<file path="src/hw/rtl/plfsr_pkg.sv">
// shared types, constants and helpers for the programmable lfsr byte stream
package plfsr_pkg;

    localparam int NUM_CELLS = 8;
    localparam int BYTE_W    = 8;
    localparam int WORD_W    = NUM_CELLS * BYTE_W;
    localparam int LEN_W     = 4;
    localparam int CFG_IDX_W = 2;

    // configuration register indexes
    localparam logic [CFG_IDX_W-1:0] REG_TAP    = 2'd0;
    localparam logic [CFG_IDX_W-1:0] REG_SEED   = 2'd1;
    localparam logic [CFG_IDX_W-1:0] REG_LENGTH = 2'd2;

    typedef logic [BYTE_W-1:0] byte_t;
    typedef logic [NUM_CELLS-1:0][BYTE_W-1:0] byte_vec_t;

    // per-cycle control shared by every cell
    typedef struct packed {
        logic advance;
        logic load;
    } cell_ctrl_t;

    // which cells hold live bytes and which one takes the feedback byte
    typedef struct packed {
        logic [NUM_CELLS-1:0] en;
        logic [NUM_CELLS-1:0] last;
    } cell_sel_t;

    // clamp the byte length to 1..NUM_CELLS and decode it into cell selects
    function automatic cell_sel_t length_to_sel(input logic [LEN_W-1:0] len);
        logic [LEN_W-1:0] n;
        cell_sel_t        sel;
        n = len;
        if (n == '0)
        begin
            n = LEN_W'(1);
        end
        if (n > LEN_W'(NUM_CELLS))
        begin
            n = LEN_W'(NUM_CELLS);
        end
        for (int b = 0; b < NUM_CELLS; b++)
        begin
            sel.en[b]   = (LEN_W'(b) < n);
            sel.last[b] = (LEN_W'(b + 1) == n);
        end
        return sel;
    endfunction

endpackage

</file>
<file path="src/hw/rtl/plfsr_cell.sv">
// one byte cell of the lfsr window with its share of the eight parity sums
module plfsr_cell
    import plfsr_pkg::*;
(
    input  logic       clk,
    input  logic       rst_n,
    input  cell_ctrl_t ctrl,
    input  logic       en,
    input  logic       last,
    input  byte_t      seed_byte,
    input  byte_t      tap_cur,
    input  byte_t      tap_prev,
    input  byte_t      nbr_byte,
    input  byte_t      fb_byte,
    output byte_t      cur_byte,
    output byte_t      partial
);

    byte_t data_reg;
    byte_t data_next;
    byte_t src;

    // live contents: seed on reload, zero when the cell lies past the length
    always_comb
    begin
        src      = ctrl.load ? seed_byte : data_reg;
        cur_byte = en ? src : '0;
    end

    // partial parity for each of the eight feedback bits of this step
    // bit j pairs sequence bit m with tap m-j, reaching into the lower tap byte
    always_comb
    begin
        logic acc;
        acc = 1'b0;
        for (int j = 0; j < BYTE_W; j++)
        begin
            acc = 1'b0;
            for (int i = 0; i < BYTE_W; i++)
            begin
                if (i >= j)
                begin
                    acc = acc ^ (tap_cur[BYTE_W-1-(i-j)] & cur_byte[BYTE_W-1-i]);
                end
                else
                begin
                    acc = acc ^ (tap_prev[j-i-1] & cur_byte[BYTE_W-1-i]);
                end
            end
            partial[BYTE_W-1-j] = acc;
        end
    end

    // shift one byte toward the output; the last live cell takes the new byte
    always_comb
    begin
        data_next = data_reg;
        if (ctrl.advance)
        begin
            if (last)
            begin
                data_next = fb_byte;
            end
            else if (en)
            begin
                data_next = nbr_byte;
            end
            else
            begin
                data_next = '0;
            end
        end
    end

    always_ff @(posedge clk or negedge rst_n)
    begin
        if (!rst_n)
        begin
            data_reg <= '0;
        end
        else
        begin
            data_reg <= data_next;
        end
    end

endmodule

</file>
<file path="src/hw/rtl/plfsr_fb.sv">
// combines the cell parities into the eight new sequence bits of one step
module plfsr_fb
    import plfsr_pkg::*;
(
    input  byte_vec_t partials,
    input  byte_t     tail_tap,
    output byte_t     fb_byte
);

    always_comb
    begin
        byte_t p;
        byte_t f;
        logic  acc;
        p   = '0;
        f   = '0;
        acc = 1'b0;
        // xor tree across the cells
        for (int b = 0; b < NUM_CELLS; b++)
        begin
            p = p ^ partials[b];
        end
        // later bits also see the new bits already made in this step,
        // through the taps at the tail of the register
        for (int j = 0; j < BYTE_W; j++)
        begin
            acc = p[BYTE_W-1-j];
            for (int i = 0; i < BYTE_W; i++)
            begin
                if (i < j)
                begin
                    acc = acc ^ (tail_tap[j-i-1] & f[BYTE_W-1-i]);
                end
            end
            f[BYTE_W-1-j] = acc;
        end
        fb_byte = f;
    end

endmodule

</file>
<file path="src/hw/rtl/programmable_lfsr_byte_stream.sv">
// Programmable Fibonacci LFSR byte stream: each accepted request emits the
// oldest byte of an 8..64-bit window (MSB = earliest bit) and advances the
// window by eight feedback bits. A request with restart set reloads the window
// from the seed register first, so the first bytes after a restart are the seed bytes.
// One request per clock unless the output stalls: the window is a row of eight byte
// cells that shift by one cell per request, and the eight feedback bits come from
// parallel parity sums combinationally. Results appear in the cycle after acceptance
// in an output register; a request is taken while that register is empty or drains.
// Config (0 taps, 1 seed, 2 length in bytes) is to be written by the user while idle;
// the block does not enforce this, and cfg_ready is always high.
module programmable_lfsr_byte_stream
    import plfsr_pkg::*;
(
    input  logic                 clk,
    input  logic                 rst_n,
    input  logic                 item_valid,
    output logic                 item_stall,
    input  logic                 restart,
    output logic                 result_valid,
    input  logic                 result_stall,
    output logic [BYTE_W-1:0]    stream_byte,
    input  logic                 cfg_valid,
    output logic                 cfg_ready,
    input  logic [CFG_IDX_W-1:0] cfg_index,
    input  logic [WORD_W-1:0]    cfg_data
);

    logic [WORD_W-1:0] tap_reg;
    logic [WORD_W-1:0] seed_reg;
    cell_sel_t         sel_reg;
    logic              result_valid_reg;
    logic              result_valid_next;
    byte_t             stream_byte_reg;

    logic       accept;
    cell_ctrl_t ctrl;
    byte_vec_t  cur_bytes;
    byte_vec_t  partials;
    byte_t      fb_byte;
    byte_t      tail_tap;

    // handshake
    assign cfg_ready         = 1'b1;
    assign item_stall        = result_valid_reg & result_stall;
    assign accept            = item_valid & ~item_stall;
    assign result_valid_next = accept | (result_valid_reg & result_stall);
    assign ctrl.advance      = accept;
    assign ctrl.load         = accept & restart;

    // config registers
    always_ff @(posedge clk or negedge rst_n)
    begin
        if (!rst_n)
        begin
            tap_reg  <= '0;
            seed_reg <= '0;
            sel_reg  <= length_to_sel(LEN_W'(NUM_CELLS));
        end
        else if (cfg_valid && cfg_ready)
        begin
            case (cfg_index)
                REG_TAP:    tap_reg  <= cfg_data;
                REG_SEED:   seed_reg <= cfg_data;
                REG_LENGTH: sel_reg  <= length_to_sel(cfg_data[LEN_W-1:0]);
                default:    ;
            endcase
        end
    end

    // tap byte of the last live cell, used for the in-step feedback terms
    always_comb
    begin
        tail_tap = '0;
        for (int b = 0; b < NUM_CELLS; b++)
        begin
            if (sel_reg.last[b])
            begin
                tail_tap = tail_tap | tap_reg[WORD_W-1-BYTE_W*b -: BYTE_W];
            end
        end
    end

    // row of byte cells, cell 0 holds the oldest byte
    for (genvar b = 0; b < NUM_CELLS; b++)
    begin : g_cell
        byte_t nbr_byte;
        byte_t tap_prev;

        if (b == NUM_CELLS - 1)
        begin : g_top
            assign nbr_byte = '0;
        end
        else
        begin : g_mid
            assign nbr_byte = cur_bytes[b+1];
        end

        if (b == 0)
        begin : g_first
            assign tap_prev = '0;
        end
        else
        begin : g_rest
            assign tap_prev = tap_reg[WORD_W-1-BYTE_W*(b-1) -: BYTE_W];
        end

        plfsr_cell u_cell (
            .clk       (clk),
            .rst_n     (rst_n),
            .ctrl      (ctrl),
            .en        (sel_reg.en[b]),
            .last      (sel_reg.last[b]),
            .seed_byte (seed_reg[WORD_W-1-BYTE_W*b -: BYTE_W]),
            .tap_cur   (tap_reg[WORD_W-1-BYTE_W*b -: BYTE_W]),
            .tap_prev  (tap_prev),
            .nbr_byte  (nbr_byte),
            .fb_byte   (fb_byte),
            .cur_byte  (cur_bytes[b]),
            .partial   (partials[b])
        );
    end

    // feedback combine
    plfsr_fb u_fb (
        .partials (partials),
        .tail_tap (tail_tap),
        .fb_byte  (fb_byte)
    );

    // output register
    always_ff @(posedge clk or negedge rst_n)
    begin
        if (!rst_n)
        begin
            result_valid_reg <= 1'b0;
        end
        else
        begin
            result_valid_reg <= result_valid_next;
        end
    end

    always_ff @(posedge clk)
    begin
        if (accept)
        begin
            stream_byte_reg <= cur_bytes[0];
        end
    end

    assign result_valid = result_valid_reg;
    assign stream_byte  = stream_byte_reg;

endmodule

</file>
<file path="config.mk">
export PLATFORM = sky130hd
export DESIGN_NAME = programmable_lfsr_byte_stream
export DESIGN_NICKNAME = d
export VERILOG_FILES = /design/src/hw/rtl/plfsr_pkg.sv /design/src/hw/rtl/plfsr_cell.sv /design/src/hw/rtl/plfsr_fb.sv /design/src/hw/rtl/programmable_lfsr_byte_stream.sv
export SDC_FILE = /design/constraint.sdc
export NUM_CORES = 1
export LEC_CHECK = 0
export BUFFER_PORTS_ARGS = -buffer_cell sky130_fd_sc_hd__buf_2
export CAP_MARGIN = 20
export CORE_MARGIN = 10
export CORE_UTILIZATION = 39
export CTS_CLUSTER_SIZE = 10
export DETAILED_ROUTE_END_ITERATION = 10
export SLEW_MARGIN = 20
export SYNTH_ARGS = -nofsm -noshare
export SYNTH_HDL_FRONTEND = slang
export SYNTH_SLANG_ARGS = --single-unit
</file>
<file path="constraint.sdc">
create_clock -name clk -period 6.3 [get_ports clk]
set_clock_uncertainty 0.1 [all_clocks]
set_input_delay 0.63 -clock clk [delete_from_list [all_inputs] [get_ports clk]]
set_output_delay 0.63 -clock clk [all_outputs]
set_load 0.05 [all_outputs]
</file>
-- After elaboration in Yosys (flattened, before gate mapping)
Index checks and enable logic that the tools add are counted.
- register bits: 217
- bits in latches: 0
- memory bits (writable): 0
- ROM bits: 0
- bits of input ports: 72
- output and inout bits: 11
- logic and storage cells: 1062
- memories kept: 0
- $add $sub $neg: 0
- multipliers: 0
- divide/modulo/power cells: 0
- order comparisons: 9
- eq/ne operators: 10
- shift operators: 0
- muxes and demuxes: 45
- bitwise gates (word level): 979
- reductions and logical operators: 5
- operator list (cell ; count):
    AND 1 bit ; 515
    XOR 1 bit ; 448
    2-to-1 mux 8 bit ; 31
    2-to-1 mux 7 bit ; 8
    XOR 8 bit ; 7
    OR 7 bit ; 7
    2-to-1 mux 4 bit ; 6
    == test 3 x 4 -> 1 bit, first input constant ; 4
    less-than comparator 3 x 4 -> 1 bit, first input constant ; 4
    == test 2 x 4 -> 1 bit, first input constant ; 2
    less-than comparator 1 x 4 -> 1 bit, first input constant ; 2
    less-than comparator 2 x 4 -> 1 bit, first input constant ; 2
    AND reduction 2 bit ; 3
    == test 1 x 4 -> 1 bit, first input constant ; 1
    == test 4 bit, first input constant ; 1
    > comparator 4 bit, second input constant ; 1
    zero test 4 bit ; 1
    == test 2 x 1 -> 1 bit, second input constant ; 1
    == test 2 bit, second input constant ; 1
    zero test 2 bit ; 1
    inverter 1 bit ; 1
    OR 1 bit ; 1

-- Longest topological paths before layout
Gate-level depths: netlist (run 1).
- depth in word-level cells: 36
- depth in mapped cells: 28
- depth with buffers taken out: 21

-- Hierarchy
From an unflattened synthesis (run 1), not the netlist that was laid out.
- cells, all modules: 2191
- area total of the unflattened synthesis: 21096.5 sq um
- by module, submodules not included (module ; instances ; cells each ; area each (sq um) ; sequential area each (sq um)):
    plfsr_cell ; 8 ; 204 ; 1676.6 ; 200.2
    programmable_lfsr_byte_stream ; 1 ; 390 ; 6403.6 ; 3853.7
    plfsr_fb ; 1 ; 169 ; 1280.0 ; 0.0

-- Worst setup path before layout (run 1)
Ideal clock, no wire load.
- kind: register to register
- start: reg result_valid_reg (netlist: result_valid)
- end: reg g_cell[0].u_cell.data_reg[0]
- library setup time: 0.152 ns
- data arrival time: 5.493 ns
- data required time: 6.048 ns
- path slack: 0.555 ns
- cell stages (with the launch flop): 26
- buffers on the path: 5
- period minus slack after synthesis: 5.745 ns
- cells stage by stage: dfrtp_1 > a21bo_4 > inv_4 > nand2_4 > buf_6 > buf_4 > mux2i_1 > nor2_1 > xnor2_1 > xnor2_1 > xnor3_1 > xnor2_1 > xor2_1 > buf_2 > buf_1 > nand2_1 > xnor2_1 > or3_1 > a211oi_1 > o21ai_1 > xnor2_2 > xnor2_1 > or3_1 > buf_2 > a32oi_1 > a21oi_1
- longest elaborated chain between the ends: 36
- elaborated cells between the ends (all ways): 989
- those cells by class: 18 x mux; 971 x bitwise
- RTL lines (what ; RTL line ; text):
    from (decl) ; programmable_lfsr_byte_stream.sv:31 ; logic result_valid_reg;
    from (signal assigned) ; programmable_lfsr_byte_stream.sv:139 ; result_valid_reg <= result_valid_next;
    AND 1 bit (*) ; programmable_lfsr_byte_stream.sv:44 ; assign item_stall = result_valid_reg & result_stall;
    inverter 1 bit (*) ; programmable_lfsr_byte_stream.sv:45 ; assign accept = item_valid & ~item_stall;
    AND 1 bit (*) ; programmable_lfsr_byte_stream.sv:45 ;
    AND 1 bit ; programmable_lfsr_byte_stream.sv:48 ; assign ctrl.load = accept & restart;
    2-to-1 mux 8 bit ; plfsr_cell.sv:26 ; src = ctrl.load ? seed_byte : data_reg;
    2-to-1 mux 8 bit ; plfsr_cell.sv:27 ; cur_byte = en ? src : '0;
    AND 1 bit ; plfsr_cell.sv:43 ; acc = acc ^ (tap_cur[BYTE_W-1-(i-j)] & cur_byte[BYTE_W-1-i]);
    XOR 1 bit (7 in a row) ; plfsr_cell.sv:43 ;
    (+14 left out) ; -- ;
    XOR 1 bit ; plfsr_fb.sv:32 ; acc = acc ^ (tail_tap[j-i-1] & f[BYTE_W-1-i]);
    AND 1 bit ; plfsr_fb.sv:32 ;
    XOR 1 bit ; plfsr_fb.sv:32 ;
    AND 1 bit ; plfsr_fb.sv:32 ;
    XOR 1 bit ; plfsr_fb.sv:32 ;
    AND 1 bit ; plfsr_fb.sv:32 ;
    XOR 1 bit ; plfsr_fb.sv:32 ;
    2-to-1 mux 8 bit ; plfsr_cell.sv:60 ; if (last)
    to (signal assigned) ; plfsr_cell.sv:83 ; data_reg <= data_next;
    to (decl) ; plfsr_cell.sv:19 ; byte_t data_reg;
Every way passes the cells marked *; elsewhere a longest branch is shown, timed or not.
A chain may end at the register's enable or synchronous reset.

-- Final worst setup path (run 1)
- start: reg result_valid_reg (netlist: result_valid)
- end: reg g_cell[4].u_cell.data_reg[0]
- longest elaborated chain between the ends: 36
- elaborated cells between the ends (all ways): 989
- those cells by class: 18 x mux; 971 x bitwise
- RTL lines (what ; RTL line):
    AND 1 bit (*) ; programmable_lfsr_byte_stream.sv:44
    inverter 1 bit (*) ; programmable_lfsr_byte_stream.sv:45
    AND 1 bit (*) ; programmable_lfsr_byte_stream.sv:45
    AND 1 bit ; programmable_lfsr_byte_stream.sv:48
    2-to-1 mux 8 bit ; plfsr_cell.sv:26
    2-to-1 mux 8 bit ; plfsr_cell.sv:27
    AND 1 bit ; plfsr_cell.sv:43
    XOR 1 bit (7 in a row) ; plfsr_cell.sv:43
    (+14 left out) ; --
    XOR 1 bit ; plfsr_fb.sv:32
    AND 1 bit ; plfsr_fb.sv:32
    XOR 1 bit ; plfsr_fb.sv:32
    AND 1 bit ; plfsr_fb.sv:32
    XOR 1 bit ; plfsr_fb.sv:32
    AND 1 bit ; plfsr_fb.sv:32
    XOR 1 bit ; plfsr_fb.sv:32
    2-to-1 mux 8 bit ; plfsr_cell.sv:60
    to (signal assigned) ; plfsr_cell.sv:83
    to (decl) ; plfsr_cell.sv:19
Marked as above.

==> key figures, run 1 <==
Run status
  • Result of the run: finished, final reports clean

Layout
  • Synth-to-layout area growth: 22.9%
  • Final antenna diode count: 0
  • Leading cell type in the layout, fill and taps excluded: nand2_1
  • End-of-flow core utilization: 48.4%
  • Most frequent cells in the layout: 522 x nand2_1, 327 x buf_4, 312 x xnor2_1
  • Fraction of layout cells with a size suffix above 1: 23.5%
  • Non-Filler Cell Area, Final: 24,900 um2
  • Number of nets at the end of the flow: 2,900

Logic synthesis
  • Post-synthesis instance area: 20,200 um2
  • Top_reg_cell synth: dfrtp_1
  • Post-Syn Nets: 2,621
  • Syn avg cell area: 7.94 um2
  • Gate count of the mapped netlist: 2,549
  • Sequential share of the synthesized area: 26.9%
  • Number of distinct library cell variants in the gate-level netlist after synthesis: 79
  • Register bit count reported by yosys: 216
  • Ys Warns: 0
  • Number of enable flip-flop cells after synthesis: 8
  • Synth async-reset ratio: 96.3%

Routing
  • Total number of vias: 21,107
  • DRT iter0 DRCs: 2,753
  • Routed wire length per instance: 28.4 um
  • Max Used Layer: met5
  • Antenna Violating Nets Remaining: 0
  • Count of unresolved DRC violations after routing: 0
  • Wire length on met1: 41.2 mm
  • Routed met3 length: 9.90 mm
  • Number of iterations in the first detailed-routing pass: 6
  • Post-detailed-route via-to-cell ratio: 5.98
  • Routed wire length on met2: 43.5 mm
  • Total wire length: 100 mm

Worst setup path
  • Startpoint-to-endpoint class of the critical path: flip-flop to flip-flop
  • Worst EP required: 6.65 ns
  • Type of element launching the critical path: flip-flop
  • Cell repeated most along the worst path: buf_4
  • Element type at the critical path end: flip-flop
  • Critical path's slowest cell: xnor3_2
  • Arrival time of the worst setup path: 6.50 ns
  • Maximum fanout along the worst path: 11
  • Maximum cell stage delay along the critical path: 0.50 ns

Clock network
  • CTS Sinks: 216
  • Clock tree from TritonCTS: done
  • Total CTS buffers: 30
  • Buffer levels on the longest clock path: 3
  • CTS Root Cell: clkbuf_16
  • Level count of the clock H-tree: 1
  • Clock insertion delay at the later pin of the skew report: 0.62 ns
  • Clock-pin slew reported for the worst setup and hold paths after clock tree synthesis: 0.08 ns

Die
  • DIE HEIGHT: 248 um
  • Floorplan die area: 61,400 um2
  • Floorplan row count: 83
  • Top-level I/O count: 83
  • Initial Utilization: 39.4%
  • Total core area: 51,400 um2
  • Overall die width: 248 um

Global route
  • Global-route wire length before repair: 143 mm
  • Overflow left after global routing: 0
  • Initial antenna violation count: 2
  • Overall track demand over capacity in global routing: 31.8%
  • Largest net degree at the start of global routing: 110
  • Vias in the first global route: 20,156

STA
  • Relative slew slack: 25.6%
  • Fraction of the cycle the final worst path needs: 97.6%
  • Number of pins with negative max-slew slack in the final report: 0
  • Final worst path period need: 6.15 ns
  • Setup violation total in the final timing report: 0
  • Hold_ws: 0.131 ns
  • Setup TNS: 0 ns
  • Final hold violation count: 0
  • Slew at the pin closest to its max-slew limit: 1.12 ns
  • Maximum clock frequency: 163 MHz

Placement
  • Last weighted congestion value of the routability-driven placer: 1.05
  • Post-Place Cell Area: 23,600 um2
  • HPWL after detailed placement: 77.9 mm
  • Port buffer count: 81

Run
  • Max-cap violations: 0

Hold path
  • Type of the most critical hold path: primary input to flip-flop
worst max-delay path, delay by kind of cell (launching register included):
| kind | cells | cell delay [ns] |
|---|---|---|
| AOI/OAI and AO/OA | 5 | 0.85 |
| buffers and inverters | 9 | 1.30 |
| muxes | 1 | 0.21 |
| DFF | 1 | 0.40 |
| xor gates and xnor gates | 7 | 1.48 |
| and+or+nand+nor | 7 | 1.64 |
path summary, 6_finish.rpt:
kind / startpoint / slack, ns / endpoint / depth (start not counted)
worst min-delay path: cfg_data[57] / 0.13 / tap_reg[57] / 3
worst max-delay path: result_valid / 0.15 / g_cell[4].u_cell.data_reg[0] / 29
worst min register to register: g_cell[6].u_cell.data_reg[3] / 0.39 / g_cell[6].u_cell.data_reg[3] / 2
max in group asynchronous: rst_n / 4.31 / seed_reg[18] / 3
worst max register to register: result_valid / 0.15 / g_cell[4].u_cell.data_reg[0] / 29
min in group asynchronous: rst_n / 0.45 / seed_reg[48] / 2
area by class of cell:
type | count | area, um2
clock inverter | 11 | 205
multi-input combinational | 2121 | 14100
timing repair buffer | 433 | 3340
fill | 5034 | 26500
inverter | 26 | 100
tap | 680 | 851
sequential | 216 | 5460
clock buffer | 43 | 882
cells in the mapped netlist (all sizes together), types with 9 or more instances:
cell type	n	area (um2)
a31oi	22	138
or2	11	68.8
a22oi	25	188
nand3	143	721
inv	26	100
a32oi	22	193
mux2i	42	428
xnor3	29	656
nor3	20	100
mux2	127	1440
a211oi	10	75.1
nor2b	52	325
clkbuf	135	507
nor2	201	757
a21boi	18	135
a221oi	28	245
buf	51	302
xor2	130	1150
xnor2	324	2850
a21oi	89	445
dfrtp	200	5000
nand2	525	1980
nand4	13	81.3
and3	46	288
o31ai	9	67.6
and2	21	131
o21ai	118	594
o211ai	16	120
layer usage:
metal	vias up	GRT usage [%]
li1	9215	-
met1	10393	43.2
met2	1260	48.5
met3	237	5.73
met4	2	14.4
met5	-	0
per-stage QoR:
step | cells | worst slack (ns)
2_1_floorplan | 2549 | 0.555
3_3_place_gp | 3469 | -0.394
3_5_place_dp | 3469 | -0.436
4_1_cts | 3523 | 0.0133
5_1_grt | 3530 | -0.0313
6_report | 3530 | 0.152
cells by family after synthesis:
family          synth area share (%)
simple gates                    22.9
compound gates                  13.0
xor+xnor                        23.1
buf+inv                         4.49
mux                             9.55
other cells                   0.0185
flops                           26.9
timing repair:
item                                   4_1_cts  5_1_grt
buffers inserted                             0        5
endpoints found under the hold margin        0       10
hold buffers                                 0        1
cloned                                       0        1
setup endpoints to repair                   14       19
pin swaps                                    0       10
gates resized for setup                      3       29
Power of run 1 is not shown: default switching activity piles up to over one toggle a cycle in this logic, so the estimate is an artifact.
==> inputs of run 2 (changes only) <==
CORE_UTILIZATION = 35   (was 39)
==> key figures, run 2 (synthesis results as in run 1) <==
Worst setup path
  • Slack of the worst reg-to-reg path: 0.20 ns
  • Critical path's slowest cell: or3_1
  • R2R cell count: 28
  • Maximum cell stage delay along the critical path: 0.41 ns
  • Maximum fanout along the worst path: 12
  • Cell repeated most along the worst path: xnor2_1
  • Worst R2R Start: result_valid
  • Arrival time of the worst setup path: 6.47 ns
  • R2R Path End: g_cell[4].u_cell.data_reg[0]
  • Worst EP required: 6.67 ns
  • Type of element launching the critical path: flip-flop
  • Startpoint-to-endpoint class of the critical path: flip-flop to flip-flop
  • Element type at the critical path end: flip-flop

Clock network
  • Clock insertion delay at the later pin of the skew report: 0.63 ns
  • CTS Root Cell: clkbuf_16
  • Buffer levels on the longest clock path: 3
  • Clock-pin slew reported for the worst setup and hold paths after clock tree synthesis: 0.06 ns
  • Total CTS buffers: 30
  • CTS Sinks: 216
  • Clock tree from TritonCTS: done
  • Level count of the clock H-tree: 1

Layout
  • Final antenna diode count: 0
  • Most frequent cells in the layout: 524 x nand2_1, 369 x buf_4, 312 x xnor2_1
  • Fraction of layout cells with a size suffix above 1: 24.1%
  • Leading cell type in the layout, fill and taps excluded: nand2_1
  • Area occupied by multi-input gates: 14,000 um2
  • Number of fill cells in the layout: 5,813
  • Sequential cell area: 5460 um2
  • Number of nets at the end of the flow: 2,941
  • Synth-to-layout area growth: 24.6%

Routing
  • Routed wire length per instance: 28.2 um
  • DRT iter0 DRCs: 2,458
  • Post-detailed-route via-to-cell ratio: 5.75
  • Total wire length: 103 mm
  • Count of unresolved DRC violations after routing: 0
  • Number of iterations in the first detailed-routing pass: 9
  • Total number of vias: 21,038
  • Antenna Violating Nets Remaining: 0

Die
  • Floorplan row count: 88
  • DIE HEIGHT: 261 um
  • Total core area: 57,500 um2
  • Overall die width: 261 um
  • Initial Utilization: 35.2%
  • Top-level I/O count: 83
  • Floorplan die area: 67,900 um2

Run status
  • Result of the run: finished, final reports clean

STA
  • Setup violation total in the final timing report: 0
  • Fraction of the cycle the final worst path needs: 96.9%
  • Hold_ws: 0.127 ns
  • Setup TNS: 0 ns
  • Number of pins with negative max-slew slack in the final report: 0
  • Relative slew slack: 28.7%
  • Final worst path period need: 6.10 ns
  • Maximum clock frequency: 164 MHz
  • Slew at the pin closest to its max-slew limit: 1.07 ns
  • Min setup slack post-route: 0.198 ns
  • Final hold violation count: 0

Hold path
  • Terminating pin of the worst hold path: result_valid
  • Worst hold path stage count: 2
  • Startpoint of the lowest-slack hold path: item_valid
  • Type of the most critical hold path: primary input to flip-flop

Placement
  • Port buffer count: 81
  • Worst-case setup slack after placement: -0.224 ns
  • HPWL after detailed placement: 81.6 mm
  • Last weighted congestion value of the routability-driven placer: 1.08

Global route
  • Vias in the first global route: 20,517
  • Overflow left after global routing: 0
  • Initial antenna violation count: 0
  • Largest net degree at the start of global routing: 107
  • Global-route wire length before repair: 147 mm
  • Overall track demand over capacity in global routing: 29.6%

Run
  • Max-cap violations: 0
[run 2: layer usage]
metal | wire length (um) | track usage (%) | up-vias
met4 | 5780 | 14.0 | 0
li1 | - | - | 9308
met1 | 42100 | 39.5 | 10259
met3 | 9300 | 4.33 | 237
met5 | 0 | 0 | -
met2 | 45800 | 46.6 | 1234
[run 2: area by class of cell]
| type | count | share of cell area [%] |
|---|---|---|
| clock buffer | 46 | 3.54 |
| multi-input combinational | 2121 | 55.5 |
| timing repair buffer | 474 | 14.5 |
| sequential | 216 | 21.6 |
| inverter | 26 | 0.397 |
| clock inverter | 9 | 0.635 |
| tap | 765 | 3.80 |
[run 2: timing repair]
action                                 CTS  global route
endpoints found under the hold margin   22             0
setup endpoints to repair                0            17
hold buffers                             1             0
setup buffers                            0             3
resized for setup                        0            19
[run 2: worst max-delay path by stage]
| stage | to | start |
|---|---|---|
| floorplan | g_cell[0].u_cell.data_reg[0] | result_valid |
| detailed placement | g_cell[4].u_cell.data_reg[0] | restart |
| CTS | g_cell[4].u_cell.data_reg[0] | result_valid |
| global route | g_cell[4].u_cell.data_reg[0] | result_valid |
| finish | g_cell[4].u_cell.data_reg[0] | result_valid |
| global placement | g_cell[5].u_cell.data_reg[0] | result_stall |
[run 2: critical path, delay by kind of cell (launching register included)]
kind                   cells  cell delay, ns
AO/OA/AOI/OAI              6            1.26
flip-flops                 1            0.39
buffers and inverters      8            1.33
XOR/XNOR                   8            1.56
AND/OR/NAND/NOR            6            1.25
[run 2: through the flow]
step | instance area, um2 | std cells | util (%)
4_1_cts | 25100 | 3654 | 43.6
6_report | 25200 | 3657 | 43.9
2_1_floorplan | 20200 | 2549 | -
5_1_grt | 25200 | 3657 | 43.9
3_3_place_gp | 24000 | 3598 | 41.8
3_5_place_dp | 24000 | 3598 | 41.8
Power of run 2 is left out for the same reason.
==> inputs of run 3 (changes only) <==
SYNTH_HIERARCHICAL = 1   (was not set)
==> key figures, run 3 <==
Global route
  • Overall track demand over capacity in global routing: 23.3%
  • Global-route wire length before repair: 132 mm
  • Busiest grt layer: met2
  • Met2 Usage GRT: 37.1%
  • Overflow left after global routing: 0
  • Largest net degree at the start of global routing: 103
  • Grt met1 use: 31.5%
  • Initial antenna violation count: 3
  • Met3 routing resource usage after global routing: 3.63%
  • Vias in the first global route: 21,715

STA
  • RSZ-0062 raised after global routing: yes
  • Fraction of the cycle the final worst path needs: 97.0%
  • Final hold violation count: 0
  • Relative slew slack: 30.3%
  • Setup violation total in the final timing report: 0
  • Number of pins with negative max-slew slack in the final report: 0
  • Setup TNS: 0 ns
  • Maximum clock frequency: 164 MHz
  • Final worst path period need: 6.11 ns
  • Slew at the pin closest to its max-slew limit: 1.05 ns

Clock network
  • Level count of the clock H-tree: 1
  • Clock-pin slew reported for the worst setup and hold paths after clock tree synthesis: 0.06 ns
  • Clock tree from TritonCTS: done
  • Total CTS buffers: 29
  • Buffer levels on the longest clock path: 3
  • Clock insertion delay at the later pin of the skew report: 0.60 ns
  • CTS Sinks: 216
  • CTS Root Cell: clkbuf_16

Die
  • Initial Utilization: 35.5%
  • DIE HEIGHT: 265 um
  • Overall die width: 265 um
  • Floorplan row count: 89
  • Top-level I/O count: 83
  • Floorplan die area: 70,400 um2
  • Total core area: 59,400 um2

Hold path
  • Worst hold path stage count: 2
  • Terminating pin of the worst hold path: tap_reg[6]
  • Startpoint of the lowest-slack hold path: cfg_data[6]
  • Type of the most critical hold path: primary input to flip-flop

Layout
  • Synth-to-layout area growth: 24.1%
  • Number of fill cells in the layout: 5,778
  • Most frequent cells in the layout: 369 x o211ai_1, 346 x buf_4, 261 x a211oi_1
  • Non-Filler Cell Area, Final: 26,100 um2
  • Sequential cell area: 5460 um2
  • Leading cell type in the layout, fill and taps excluded: o211ai_1
  • Fraction of layout cells with a size suffix above 1: 33.2%
  • Number of nets at the end of the flow: 2,660
  • Area occupied by multi-input gates: 14,900 um2

Placement
  • Port buffer count: 81
  • HPWL after detailed placement: 63.0 mm
  • Post-Place Cell Area: 24,600 um2
  • Last weighted congestion value of the routability-driven placer: 0.960

Routing
  • Routed wire length per instance: 25.9 um
  • Number of iterations in the first detailed-routing pass: 6
  • Count of unresolved DRC violations after routing: 0
  • Total number of vias: 22,131
  • Antenna Violating Nets Remaining: 0
  • DRT iter0 DRCs: 2,366
  • Post-detailed-route via-to-cell ratio: 6.54
  • Total wire length: 87.6 mm

Worst setup path
  • Critical path's slowest cell: dfrtp_1
  • Worst EP required: 6.64 ns
  • Worst R2R Start: result_valid
  • Maximum fanout along the worst path: 13
  • Cell repeated most along the worst path: buf_4
  • R2R Path End: g_cell[5].u_cell/data_reg[2]
  • R2R cell count: 28
  • Maximum cell stage delay along the critical path: 0.38 ns
  • Type of element launching the critical path: flip-flop
  • Startpoint-to-endpoint class of the critical path: flip-flop to flip-flop
  • Slack of the worst reg-to-reg path: 0.19 ns
  • Arrival time of the worst setup path: 6.46 ns
  • Element type at the critical path end: flip-flop

Logic synthesis
  • Post-synthesis instance area: 21,100 um2
  • Gate count of the mapped netlist: 2,186
  • Syn avg cell area: 9.63 um2
  • Ys Warns: 6

Run
  • Max-cap violations: 0

Run status
  • Result of the run: finished, final reports clean
-- run 3: final cells by class --
| cell class | count | share of cell area (%) |
|---|---|---|
| Clock buffer | 45 | 3.24 |
| Timing Repair Buffer | 445 | 12.7 |
| Sequential cell | 216 | 20.9 |
| Multi-Input combinational cell | 1776 | 57.1 |
| Inverter | 120 | 1.72 |
| Tap cell | 773 | 3.70 |
| Clock inverter | 9 | 0.675 |
| Antenna cell | 1 | 0.00957 |
-- run 3: per-stage QoR --
| stage | std cells | worst slack (ns) | hold WS [ns] | utilization [%] |
|---|---|---|---|---|
| 2_1_floorplan | 2220 | 0.0519 | 0.234 | - |
| 3_3_place_gp | 3317 | -0.283 | 0.373 | 41.5 |
| 3_5_place_dp | 3317 | -0.414 | 0.390 | 41.5 |
| 4_1_cts | 3372 | 0.0157 | 0.151 | 43.2 |
| 5_1_grt | 3385 | -0.0722 | 0.171 | 44.1 |
| 6_report | 3385 | 0.186 | 0.171 | 44.1 |
-- run 3: per-layer routing --
| metal | routed length (um) | up-vias |
|---|---|---|
| met5 | 21 | - |
| met4 | 3210 | 4 |
| met3 | 6940 | 224 |
| met2 | 39700 | 1202 |
| met1 | 37700 | 10965 |
| li1 | - | 9736 |
-- run 3: worst max-delay path by stage --
stage	start	endpoint	slack (ns)	cells past startpoint
4_1_cts	result_valid	g_cell[6].u_cell/data_reg[0]	0.02	26
3_5_place_dp	result_stall	g_cell[5].u_cell/data_reg[2]	-0.41	27
3_3_place_gp	result_stall	g_cell[0].u_cell/data_reg[0]	-0.28	27
2_1_floorplan	result_valid	g_cell[0].u_cell/data_reg[0]	0.05	24
5_1_grt	result_valid	g_cell[7].u_cell/data_reg[0]	-0.07	27
6_report	result_valid	g_cell[5].u_cell/data_reg[2]	0.19	28
-- run 3: critical path: cells and delay by family (launching register included) --
| kind | cells | cell delay [ns] |
|---|---|---|
| buffers and inverters | 8 | 1.24 |
| AO/OA/AOI/OAI | 9 | 1.82 |
| multiplexers | 3 | 0.90 |
| flip-flops | 1 | 0.38 |
| XOR/XNOR | 5 | 0.96 |
| AND/OR/NAND/NOR | 3 | 0.52 |
-- run 3: repair_timing --
| item | CTS | global route |
|---|---|---|
| setup buffers | 0 | 8 |
| hold buffers | 1 | 0 |
| hold endpoints to repair | 1 | 0 |
| pin swaps | 1 | 20 |
| gates cloned | 0 | 4 |
| endpoints found under the setup margin | 17 | 24 |
| gates resized for setup | 3 | 64 |
Power of run 3 is left out for the same reason.
